==> config.mk <==
export PLATFORM = sky130hd
export DESIGN_NAME = zigzag_scan_reorder
export DESIGN_NICKNAME = d
export VERILOG_FILES = /design/src/sv/zzs_pkg.sv /design/src/sv/zzs_walk.sv /design/src/sv/zigzag_scan_reorder.sv
export SDC_FILE = /design/constraint.sdc
export NUM_CORES = 2
export LEC_CHECK = 0
export BUFFER_PORTS_ARGS = -buffer_cell sky130_fd_sc_hd__buf_2
export CAP_MARGIN = 20
export CORE_AREA = 2 2 383 385
export DETAILED_ROUTE_END_ITERATION = 8
export DIE_AREA = 0 0 385 387
export PLACE_DENSITY_LB_ADDON = 0.3
export RECOVER_POWER = 50
export SKIP_LAST_GASP = 1
export SYNTH_ARGS = -nofsm -noshare
export SYNTH_HDL_FRONTEND = slang
export SYNTH_SLANG_ARGS = --single-unit
==> constraint.sdc <==
create_clock -name clk -period 4.9 [get_ports clk]
set_input_delay 0.245 -clock clk [delete_from_list [all_inputs] [get_ports clk]]
set_output_delay 0.245 -clock clk [all_outputs]
set_load 0.05 [all_outputs]
==> src/sv/zzs_pkg.sv <==
`timescale 1ns / 1ps

package zzs_pkg;

  localparam int ZZS_MAX_ROWS   = 8;
  localparam int ZZS_MAX_COLS   = 8;
  localparam int ZZS_DATA_WIDTH = 16;

  localparam int COEFF_W   = 16;
  localparam int POS_OUT_W = 3;
  localparam int CFG_IDX_W = 2;
  localparam int CFG_DAT_W = 4;
  localparam int SIZE_W    = 4;

  typedef enum logic [CFG_IDX_W-1:0] {
    CFG_DIRECTION = 2'd0,
    CFG_ROW_COUNT = 2'd1,
    CFG_COL_COUNT = 2'd2
  } cfg_idx_t;

  typedef struct packed {
    logic clear;
    logic step;
    logic zigzag;
  } walk_ctrl_t;

endpackage

==> src/sv/zzs_walk.sv <==
`timescale 1ns / 1ps

module zzs_walk import zzs_pkg::*; #(
  parameter int MAX_ROWS = ZZS_MAX_ROWS,
  parameter int MAX_COLS = ZZS_MAX_COLS,
  localparam int RW = (MAX_ROWS > 1) ? $clog2(MAX_ROWS) : 1,
  localparam int CW = (MAX_COLS > 1) ? $clog2(MAX_COLS) : 1,
  localparam int NW = $clog2(MAX_ROWS + 1),
  localparam int MW = $clog2(MAX_COLS + 1),
  localparam int AW = (MAX_ROWS * MAX_COLS > 1) ? $clog2(MAX_ROWS * MAX_COLS) : 1
) (
  input  logic          clk,
  input  logic          rst,
  input  walk_ctrl_t    ctrl,
  input  logic [NW-1:0] n,
  input  logic [MW-1:0] m,
  output logic [RW-1:0] row,
  output logic [CW-1:0] col,
  output logic [AW-1:0] addr
);

  localparam int PW = RW + MW + 1;

  logic [RW-1:0] r, r_next;
  logic [CW-1:0] c, c_next;
  logic [RW-1:0] r_last;
  logic [CW-1:0] c_last;
  logic [PW-1:0] prod;

  assign r_last = RW'(n - NW'(1));
  assign c_last = CW'(m - MW'(1));

  always_comb begin
    r_next = r;
    c_next = c;
    if (ctrl.zigzag) begin
      if ((r[0] ^ c[0]) == 1'b0) begin
        // up and to the right
        if (c == c_last) begin
          r_next = RW'(r + 1'b1);
        end else if (r == '0) begin
          c_next = CW'(c + 1'b1);
        end else begin
          r_next = RW'(r - 1'b1);
          c_next = CW'(c + 1'b1);
        end
      end else begin
        // down and to the left
        if (r == r_last) begin
          c_next = CW'(c + 1'b1);
        end else if (c == '0) begin
          r_next = RW'(r + 1'b1);
        end else begin
          r_next = RW'(r + 1'b1);
          c_next = CW'(c - 1'b1);
        end
      end
    end else begin
      if (c == c_last) begin
        c_next = '0;
        r_next = RW'(r + 1'b1);
      end else begin
        c_next = CW'(c + 1'b1);
      end
    end
  end

  always_ff @(posedge clk) begin
    if (rst || ctrl.clear) begin
      r <= '0;
      c <= '0;
    end else if (ctrl.step) begin
      r <= r_next;
      c <= c_next;
    end
  end

  assign prod = PW'(r) * PW'(m) + PW'(c);
  assign addr = prod[AW-1:0];
  assign row  = r;
  assign col  = c;

endmodule

==> src/sv/zigzag_scan_reorder.sv <==
`timescale 1ns / 1ps

// zigzag scan reorder for one block of row_count x col_count coefficients
// input channel: in_valid/in_ready with coeff_value, one coefficient a beat
// output channel: out_valid/out_ready with coeff_value_out, out_row, out_col
//   and last_of_block on the final beat of each block
// config: cfg_valid/cfg_ready, always ready; cfg_index selects direction,
//   row_count or col_count, for the user to write only while idle (unenforced)
// direction 0: raster in, zigzag out; direction 1: zigzag in, raster out
// loading takes a beat whenever in_valid and in_ready are high; in_ready is
//   low from the final load beat until the block's last result sits in the
//   output register; forward: each result is read from the store in S_RD,
//   then loaded in S_OUT, paced by the single walker and store read port
// inverse: first a permutation pass into the raster buffer (S_PRD reads and
//   S_PWR writes each coefficient), then results follow as in forward mode
// a stalled receiver holds the output register and the walker waits
// reset: direction 0, row_count 8, col_count 8, empty block, no result;
//   the coefficient stores are not cleared
module zigzag_scan_reorder import zzs_pkg::*; #(
  parameter int MAX_ROWS   = ZZS_MAX_ROWS,
  parameter int MAX_COLS   = ZZS_MAX_COLS,
  parameter int DATA_WIDTH = ZZS_DATA_WIDTH
) (
  input  logic                       clk,
  input  logic                       rst,
  input  logic                       in_valid,
  output logic                       in_ready,
  input  logic signed [COEFF_W-1:0]  coeff_value,
  output logic                       out_valid,
  input  logic                       out_ready,
  output logic signed [COEFF_W-1:0]  coeff_value_out,
  output logic [POS_OUT_W-1:0]       out_row,
  output logic [POS_OUT_W-1:0]       out_col,
  output logic                       last_of_block,
  input  logic                       cfg_valid,
  output logic                       cfg_ready,
  input  logic [CFG_IDX_W-1:0]       cfg_index,
  input  logic [CFG_DAT_W-1:0]       cfg_data
);

  localparam int DEPTH = MAX_ROWS * MAX_COLS;
  localparam int RW = (MAX_ROWS > 1) ? $clog2(MAX_ROWS) : 1;
  localparam int CW = (MAX_COLS > 1) ? $clog2(MAX_COLS) : 1;
  localparam int NW = $clog2(MAX_ROWS + 1);
  localparam int MW = $clog2(MAX_COLS + 1);
  localparam int AW = (DEPTH > 1) ? $clog2(DEPTH) : 1;
  localparam int TW = $clog2(DEPTH + 1);
  localparam int SW = (DATA_WIDTH < COEFF_W) ? DATA_WIDTH : COEFF_W;
  localparam logic signed [COEFF_W-1:0] SAT_HI = COEFF_W'((1 << (SW - 1)) - 1);
  localparam logic signed [COEFF_W-1:0] SAT_LO = COEFF_W'(-(1 << (SW - 1)));

  typedef enum logic [4:0] {
    S_LOAD = 5'b00001,
    S_PRD  = 5'b00010,
    S_PWR  = 5'b00100,
    S_RD   = 5'b01000,
    S_OUT  = 5'b10000
  } state_t;

  state_t state, state_next;

  logic                direction;
  logic [SIZE_W-1:0]   row_count;
  logic [SIZE_W-1:0]   col_count;
  logic [NW-1:0]       n;
  logic [MW-1:0]       m;
  logic [TW-1:0]       total;
  logic [TW-1:0]       load_count;
  logic [TW-1:0]       emit_count;
  logic                emit_last;
  logic                block_done;
  logic                in_beat;
  logic                out_free;
  logic                out_load;

  logic signed [COEFF_W-1:0] sat_value;
  logic signed [SW-1:0]      coeff_mem [DEPTH];
  logic signed [SW-1:0]      raster_mem [DEPTH];
  logic signed [SW-1:0]      coeff_rd;
  logic signed [SW-1:0]      raster_rd;
  logic [AW-1:0]             coeff_rd_addr;

  walk_ctrl_t          walk_ctrl;
  logic [RW-1:0]       walk_row;
  logic [CW-1:0]       walk_col;
  logic [AW-1:0]       walk_addr;

  assign cfg_ready = 1'b1;

  always_ff @(posedge clk) begin
    if (rst) begin
      direction <= 1'b0;
      row_count <= SIZE_W'(8);
      col_count <= SIZE_W'(8);
    end else if (cfg_valid && cfg_ready) begin
      case (cfg_index)
        CFG_DIRECTION: direction <= cfg_data[0];
        CFG_ROW_COUNT: row_count <= cfg_data;
        CFG_COL_COUNT: col_count <= cfg_data;
        default: ;
      endcase
    end
  end

  // sizes out of range clamp to 1 .. max
  always_comb begin
    if (row_count == '0) begin
      n = NW'(1);
    end else if (32'(row_count) > MAX_ROWS) begin
      n = NW'(MAX_ROWS);
    end else begin
      n = NW'(row_count);
    end
    if (col_count == '0) begin
      m = MW'(1);
    end else if (32'(col_count) > MAX_COLS) begin
      m = MW'(MAX_COLS);
    end else begin
      m = MW'(col_count);
    end
  end

  assign total      = TW'(n) * TW'(m);
  assign block_done = ({1'b0, load_count} + 1'b1) >= {1'b0, total};
  assign emit_last  = (emit_count == TW'(total - 1'b1));
  assign in_ready   = (state == S_LOAD);
  assign in_beat    = in_valid && in_ready;
  assign out_free   = !out_valid || out_ready;
  assign out_load   = (state == S_OUT) && out_free;

  always_comb begin
    if (coeff_value > SAT_HI) begin
      sat_value = SAT_HI;
    end else if (coeff_value < SAT_LO) begin
      sat_value = SAT_LO;
    end else begin
      sat_value = coeff_value;
    end
  end

  always_comb begin
    walk_ctrl.clear  = (in_beat && block_done) || ((state == S_PWR) && emit_last);
    walk_ctrl.step   = ((state == S_PWR) && !emit_last) || out_load;
    walk_ctrl.zigzag = (state == S_PWR) || !direction;
  end

  zzs_walk #(
    .MAX_ROWS (MAX_ROWS),
    .MAX_COLS (MAX_COLS)
  ) u_walk (
    .clk  (clk),
    .rst  (rst),
    .ctrl (walk_ctrl),
    .n    (n),
    .m    (m),
    .row  (walk_row),
    .col  (walk_col),
    .addr (walk_addr)
  );

  always_comb begin
    state_next = state;
    case (state)
      S_LOAD: begin
        if (in_beat && block_done) begin
          state_next = direction ? S_PRD : S_RD;
        end
      end
      S_PRD: state_next = S_PWR;
      S_PWR: state_next = emit_last ? S_RD : S_PRD;
      S_RD:  state_next = S_OUT;
      S_OUT: begin
        if (out_free) begin
          state_next = emit_last ? S_LOAD : S_RD;
        end
      end
      default: state_next = S_LOAD;
    endcase
  end

  always_ff @(posedge clk) begin
    if (rst) begin
      state      <= S_LOAD;
      load_count <= '0;
      emit_count <= '0;
    end else begin
      state <= state_next;
      if (in_beat) begin
        load_count <= block_done ? '0 : TW'(load_count + 1'b1);
        emit_count <= '0;
      end
      if (state == S_PWR || out_load) begin
        emit_count <= emit_last ? '0 : TW'(emit_count + 1'b1);
      end
    end
  end

  assign coeff_rd_addr = (state == S_PRD) ? emit_count[AW-1:0] : walk_addr;

  always_ff @(posedge clk) begin
    if (in_beat) begin
      coeff_mem[load_count[AW-1:0]] <= SW'(sat_value);
    end
    coeff_rd <= coeff_mem[coeff_rd_addr];
  end

  always_ff @(posedge clk) begin
    if (state == S_PWR) begin
      raster_mem[walk_addr] <= coeff_rd;
    end
    raster_rd <= raster_mem[walk_addr];
  end

  always_ff @(posedge clk) begin
    if (rst) begin
      out_valid <= 1'b0;
    end else if (out_load) begin
      out_valid <= 1'b1;
    end else if (out_ready) begin
      out_valid <= 1'b0;
    end
  end

  always_ff @(posedge clk) begin
    if (out_load) begin
      coeff_value_out <= direction ? COEFF_W'(raster_rd) : COEFF_W'(coeff_rd);
      out_row         <= POS_OUT_W'(walk_row);
      out_col         <= POS_OUT_W'(walk_col);
      last_of_block   <= emit_last;
    end
  end

`ifndef ASSERT_OFF
  // walker stays inside the block in use
  a_walk_in_block: assert property (@(posedge clk) disable iff (rst)
    (state == S_RD) |-> ({1'b0, walk_addr} < (AW + 1)'(total)))
    else $error("walker address outside the block");

  // emission count never runs past the block
  a_emit_bound: assert property (@(posedge clk) disable iff (rst)
    (state != S_LOAD) |-> (emit_count < total))
    else $error("emission count past end of block");

  // after the last result is loaded the block is ready for a fresh load
  a_back_to_load: assert property (@(posedge clk) disable iff (rst)
    (out_load && emit_last) |=> (state == S_LOAD) && (load_count == '0) && last_of_block)
    else $error("block end not followed by an empty load");

  // loading never overlaps emission
  a_no_load_in_emit: assert property (@(posedge clk) disable iff (rst)
    (state != S_LOAD) |=> !(in_beat && $stable(state) && (state != S_LOAD)))
    else $error("input beat taken during emission");
`endif

endmodule

# --- After elaboration in Yosys (flattened, before gate mapping) ---
# Memories as Yosys holds them, arrays and structs flattened. A register that Yosys moved wholly into a read port is not among the register bits.
# Index checks and enable logic that the tools add are counted.
totals:
  reg_bits: 58
  latchBits: 0
  mem_bits_rw: 2048
  romBits: 0
  inputBits: 27
  out_inout_bits: 26
  wordCells: 114
  memories: 2
mem_list:
  columns: ["memory", "words", "width", "read_ports", "rd_clocked_by_memory_dff", "wr", "line", "text"]
  rows:
  - ["coeff_mem", 64, 16, 1, 1, 1, "zigzag_scan_reorder.sv:77", "logic signed [SW-1:0] coeff_mem [DEPTH];"]
  - ["raster_mem", 64, 16, 1, 1, 1, "zigzag_scan_reorder.sv:78", "logic signed [SW-1:0] raster_mem [DEPTH];"]
classes:
  n_addsub: 11
  multipliers: 2
  n_div: 0
  order_cmp: 5
  eq_ne: 16
  n_shift: 0
  n_mux: 36
  n_bitwise: 1
  reduce_logical: 28
ops:
  columns: ["cell", "count"]
  rows:
  - ["16-bit two-way mux", 3]
  - ["3-bit two-way mux", 12]
  - ["4-bit two-way mux", 7]
  - ["7-bit two-way mux", 4]
  - ["5-bit case mux with 5 select lines", 1]
  - ["16-bit > comparator (second input constant)", 1]
  - ["16-bit < comparator (second input constant)", 1]
  - ["7-bit by 1-bit adder with 7-bit output (second input constant)", 2]
  - ["3-bit by 1-bit subtractor with 3-bit output (second input constant)", 4]
  - ["5-bit two-way mux", 2]
  - ["7-bit by 1-bit adder with 8-bit output (second input constant)", 1]
  - ["8-bit by 7-bit >= comparator with 1-bit output", 1]
  - ["4-bit > comparator (second input constant)", 2]
  - ["4-bit logical NOT", 2]
  - ["2-bit AND reduction", 4]
  - ["7-bit == test", 1]
  - ["4-bit by 4-bit multiplier with 7-bit output", 1]
  - ["7-bit by 1-bit subtractor with 7-bit output (second input constant)", 1]
  - ["3-bit by 1-bit adder with 3-bit output (second input constant)", 2]
  - ["6-bit by 3-bit adder with 6-bit output", 1]
  - ["3-bit == test", 2]
  - ["3-bit logical NOT", 2]
  - ["1-bit logical OR", 6]
  - ["3-bit by 4-bit multiplier with 6-bit output", 1]
  - ["other kinds (21)", 35]

# --- Logic depth before layout (Yosys ltp) ---
depth:
  word_depth: 10
  ltp_mapped: 20
  depth_no_buf: 18

# --- Cells and area by module ---
# Synthesis repeated with hierarchy kept, for this count alone.
hier_totals:
  cells_unflattened: 5071
  area_unflattened_um2: 82813.2
by_module_without_submodules:
  columns: ["mod", "instances", "cells_per_inst", "area_each_um2", "seq_area_each_um2"]
  rows:
  - ["zigzag_scan_reorder", 1, 4953, 81814.7, 63410.8]
  - ["zzs_walk", 1, 118, 998.5, 120.1]

# --- Least setup slack after synthesis ---
# Ideal clock, no wire load.
synth_timing:
  path_kind: "register to register"
  from: "reg col_count[3]"
  to: "mem raster_mem[15][0] in the netlist's numbering (enable)"
  setup_time_ps: 388
  t_arrival_ps: 4236
  t_required_ps: 4512
  path_slack_ps: 276
  path_stages_with_launch: 14
  path_buffers: 2
  synth_period_minus_slack_ps: 4624
  path_cell_list: "dfxtp_1 clkinv_1 nand2_1 nor2_1 fa_1 inv_1 fa_1 fa_1 nand2b_1 nor2_1 clkbuf_1 clkbuf_1 nand2_1 nor2_1"
synth_via:
  elab_chain_len: 5
  elab_cells_between_ends: 6
  cone_classes: "add/sub: 1; mul: 1; order compare: 1; mux: 2; reduce/logical: 1"
synth_rtl:
  columns: ["item", "line", "text"]
  rows:
  - ["from (decl)", "zigzag_scan_reorder.sv:64", "logic [SIZE_W-1:0] col_count;"]
  - ["from (signal assigned)", "zigzag_scan_reorder.sv:99", "CFG_COL_COUNT: col_count <= cfg_data;"]
  - ["4-bit > comparator", "zigzag_scan_reorder.sv:116", "end else if (32'(col_count) > MAX_COLS) begin"]
  - ["4-bit two-way mux", "zigzag_scan_reorder.sv:116", null]
  - ["4-bit two-way mux (*)", "zigzag_scan_reorder.sv:114", "if (col_count == '0) begin"]
  - ["3-bit by 4-bit multiplier with 6-bit output (*)", "zzs_walk.sv:78", "assign prod = PW'(r) * PW'(m) + PW'(c);"]
  - ["6-bit by 3-bit adder with 6-bit output (*)", "zzs_walk.sv:78", null]
  - ["to (decl)", "zigzag_scan_reorder.sv:78", null]
# Mark *: on every way between the ends. The rest lies on a longest branch, timed or not.

# --- Worst setup path after layout ---
layout_timing:
  from: "reg col_count[2]"
  to: "reg coeff_rd[8] (read register of coeff_mem)"
layout_via:
  elab_chain_len: 6
  elab_cells_between_ends: 7
  cone_classes: "add/sub: 1; mul: 1; order compare: 1; mux: 3; reduce/logical: 1"
layout_rtl:
  columns: ["item", "line", "text"]
  rows:
  - ["4-bit > comparator", "zigzag_scan_reorder.sv:116", null]
  - ["4-bit two-way mux", "zigzag_scan_reorder.sv:116", null]
  - ["4-bit two-way mux (*)", "zigzag_scan_reorder.sv:114", null]
  - ["3-bit by 4-bit multiplier with 6-bit output (*)", "zzs_walk.sv:78", null]
  - ["6-bit by 3-bit adder with 6-bit output (*)", "zzs_walk.sv:78", null]
  - ["6-bit two-way mux (*)", "zigzag_scan_reorder.sv:198", "assign coeff_rd_addr = (state == S_PRD) ? emit_count[AW-1:0] : walk_addr;"]
  - ["to (decl)", "zigzag_scan_reorder.sv:79", "logic signed [SW-1:0] coeff_rd;"]
# Marked as above.
# A chain may end at the register's enable or synchronous reset.

==> out/results.txt <==
Status: finished with violations
Failing checks: max-capacitance violations, max-slew violations
Synth Net Count: 4,711
# DRC: 0
Hold Vio Cnt, Final: 0
Die ar.: 0.149 sq mm
Num ports: 53
WL met3: 21.5 mm
Clk_lat worst skew: 0.83 ns
Worst setup SP type: register
TritonCTS clock tree: built
Share of cells above drive strength 1: 17.7%
DRT Pass-1 Iters: 6
Worst-Margin Slew: 3.72 ns
P_leak: 29.7 nW
PnR worst setup slack: 0.139 ns
Vias in the first global route: 46,000
Cell area after synthesis: 0.0819 sq mm
Wire per inst: 30.1 microns
Critical path required time: 5.58 ns
Site Rows: 140
Max-cap viol count: 34
Register bit total from synthesis: 2,138
Part of the cycle the worst path needs: 97.2%
DIE HEIGHT: 387 microns
Hold WS: 0.241 ns
Initial antenna violation count: 2
Clk_skew: 0.0255 ns
Reg clk slew, reported paths: 0.07 ns
Dpl hpwl: 124 mm
Met1 Wirelength: 78.5 mm
Main synth FF type: edfxtp_1
CTS Root Cell: clkbuf_16
Achievable Freq: 210 MHz
ANT nets after route: 0
Die X: 385 microns
Core area: 0.145 sq mm
WS Path Type: reg -> reg
EDFF count, synth: 2,071
Gr usage total: 28.4%
Post-synthesis cell count: 4,636
Top sig layer: met4
Global-route wire length before repair: 310 mm
RSZ-0062 raised after global routing: false
Seq/Total Area, Yosys: 77.5%
TritonCTS buffer count: 194
Routed wl met2: 103 mm
Global route overflow: 0
Max-slew headroom: -148%
Peak supply drop: 0.415 mV
Antenna Cells: 0
DR vias: 47,200
Avg Cell Area, Syn: 17.7 sq um
Clock sink total: 2,138
Fin nets: 5,068
Fin crit period: 4.76 ns
PD cells: 411 mW/mm^2
Yosys warnings: 0
CP Max Fanout: 21
Longest Clk Path Bufs: 3
Initial core utilization: 56.6%
Area grow syn2layout: 14.1%
Detailed Route WL: 213 mm
Routability Congestion: 0.936
Final Power: 0.0384 W
Routed vias/inst: 6.67
Max-slew violations: 1,748
1st-iter DRT viols: 6,767
Critical path data arrival time: 5.44 ns
H-tree levels: 4
Hold Crit Class: in -> reg
Crit. End Element: register
Async SR Flop Fraction: 0%
Buffers on Ports: 51
Largest net degree at the start of global routing: 135
Pre-CTS setup slack: -0.125 ns
Number of distinct library cells after synthesis: 73
# setup viols final: 0
cells in the mapped netlist (7+ instances only):
cell | n | share of area [%]
nand2_1 | 55 | 0.25
or3_1 | 7 | 0.053
buf_6 | 7 | 0.096
buf_2 | 14 | 0.086
nand3b_1 | 10 | 0.092
a221oi_1 | 29 | 0.31
nand2b_1 | 9 | 0.069
nor3_1 | 22 | 0.13
nand4_1 | 135 | 1.0
inv_1 | 32 | 0.15
o21ai_0 | 18 | 0.11
a22oi_1 | 585 | 5.4
mux2_2 | 80 | 1.1
a21oi_1 | 30 | 0.18
buf_1 | 29 | 0.13
mux4_2 | 128 | 3.5
and3_1 | 265 | 2.0
xnor2_1 | 22 | 0.24
dfxtp_1 | 67 | 1.6
xor2_1 | 12 | 0.13
a31oi_1 | 7 | 0.053
a22o_1 | 28 | 0.30
edfxtp_1 | 2071 | 76
fa_1 | 8 | 0.20
mux2i_1 | 11 | 0.13
a211oi_1 | 257 | 2.4
clkbuf_1 | 263 | 1.2
nor2_1 | 195 | 0.89
nor2b_1 | 7 | 0.053
nand3_1 | 52 | 0.32
nor4_1 | 64 | 0.49
ha_1 | 40 | 0.61
worst paths after layout:
path	endpoint	depth (start not counted)	slack, ns	startpoint
worst max-delay path	coeff_rd[8]	17	0.14	col_count[2]
worst min-delay path	row_count[0]	4	0.24	cfg_data[0]
worst max register to register	coeff_rd[8]	17	0.14	col_count[2]
worst min register to register	row_count[0]	2	0.52	row_count[0]
cells in the final DEF (no fill, tap or decap), types with 40 or more instances in the layout:
master,instances
a211oi_1,257
a22oi_1,582
and3_1,265
buf_12,49
buf_4,317
clkbuf_1,125
clkbuf_16,199
clkinv_1,40
dfxtp_1,64
edfxtp_1,2071
ha_1,40
mux2_2,78
mux4_2,128
nand2_1,53
nand3_1,51
nand4_1,135
nor2_1,182
nor4_1,63
cell type report:
type	count	area (sq um)
Multi-Input combinational cell	2146	17200
Sequential cell	2138	63500
Fill cell	9540	51400
Clock inverter	101	925
Timing Repair Buffer	479	3960
Tap cell	1917	2400
Inverter	34	128
Clock buffer	257	5270
sequential cells by signal, summed over array words and instances (netlist names), 5 cells and up:
name             flops
load_count           7
raster_rd           16
raster_mem        1024
coeff_value_out     16
coeff_rd            16
emit_count           7
state                5
coeff_mem         1024
critical path: stages, from the launching register on:
cell and delay, ns:
dfxtp_1 0.34, o21bai_1 0.28, and3_1 0.22, fa_1 0.44
inv_1 0.09, fa_1 0.46, fa_2 0.66, nand2_1 0.10
a21oi_1 0.23, a31oi_4 0.07, buf_12 0.20, buf_4 0.20
a211oi_1 0.34, nor4_1 0.10, buf_4 0.16, a22oi_1 0.36
buf_4 0.23, nand4_1 0.10
what timing repair did:
item	CTS	global route
hold buffers	23	1
hold endpoints to repair	158	16
setup endpoints to repair	1	140
setup buffers	0	2
resized for setup	1	12
pin swaps	0	6
layer usage:
layer | GRT usage (%) | vias to the layer above
li1 | - | 19900
met1 | 38.9 | 23800
met2 | 45.2 | 2965
met3 | 4.80 | 458
met4 | 12.8 | 0
met5 | 0 | -
per-stage QoR:
stage	cells	utilization, %	area [sq um]	setup TNS (ns)
CTS	7065	64.6	93600	0
floorplan	4636	-	81900	0
detailed placement	6684	60.2	87100	-0.125
global route	7072	64.5	93500	0
global placement	6683	60.1	87100	-0.0827
finish	7072	64.5	93500	0
report_power, final:
group          switching (W)  internal, W
combinational        0.00171     0.000386
clock                0.00651      0.00835
sequential          0.000225       0.0212
cell families (layout without fill, tap and decap cells):
| family | Yosys count | count (layout) | synth area share (%) |
|---|---|---|---|
| buf+inv | 352 | 871 | 1.72 |
| flops | 2138 | 2138 | 77.5 |
| simple gates | 845 | 845 | 5.64 |
| mux | 220 | 220 | 4.77 |
| other cells | 1 | 1 | 0.00458 |
| compound gates | 995 | 995 | 9.08 |
| fa+ha+maj | 48 | 48 | 0.806 |
| xor+xnor | 37 | 37 | 0.440 |
No activity file was read; power rests on OpenSTA's default activity.
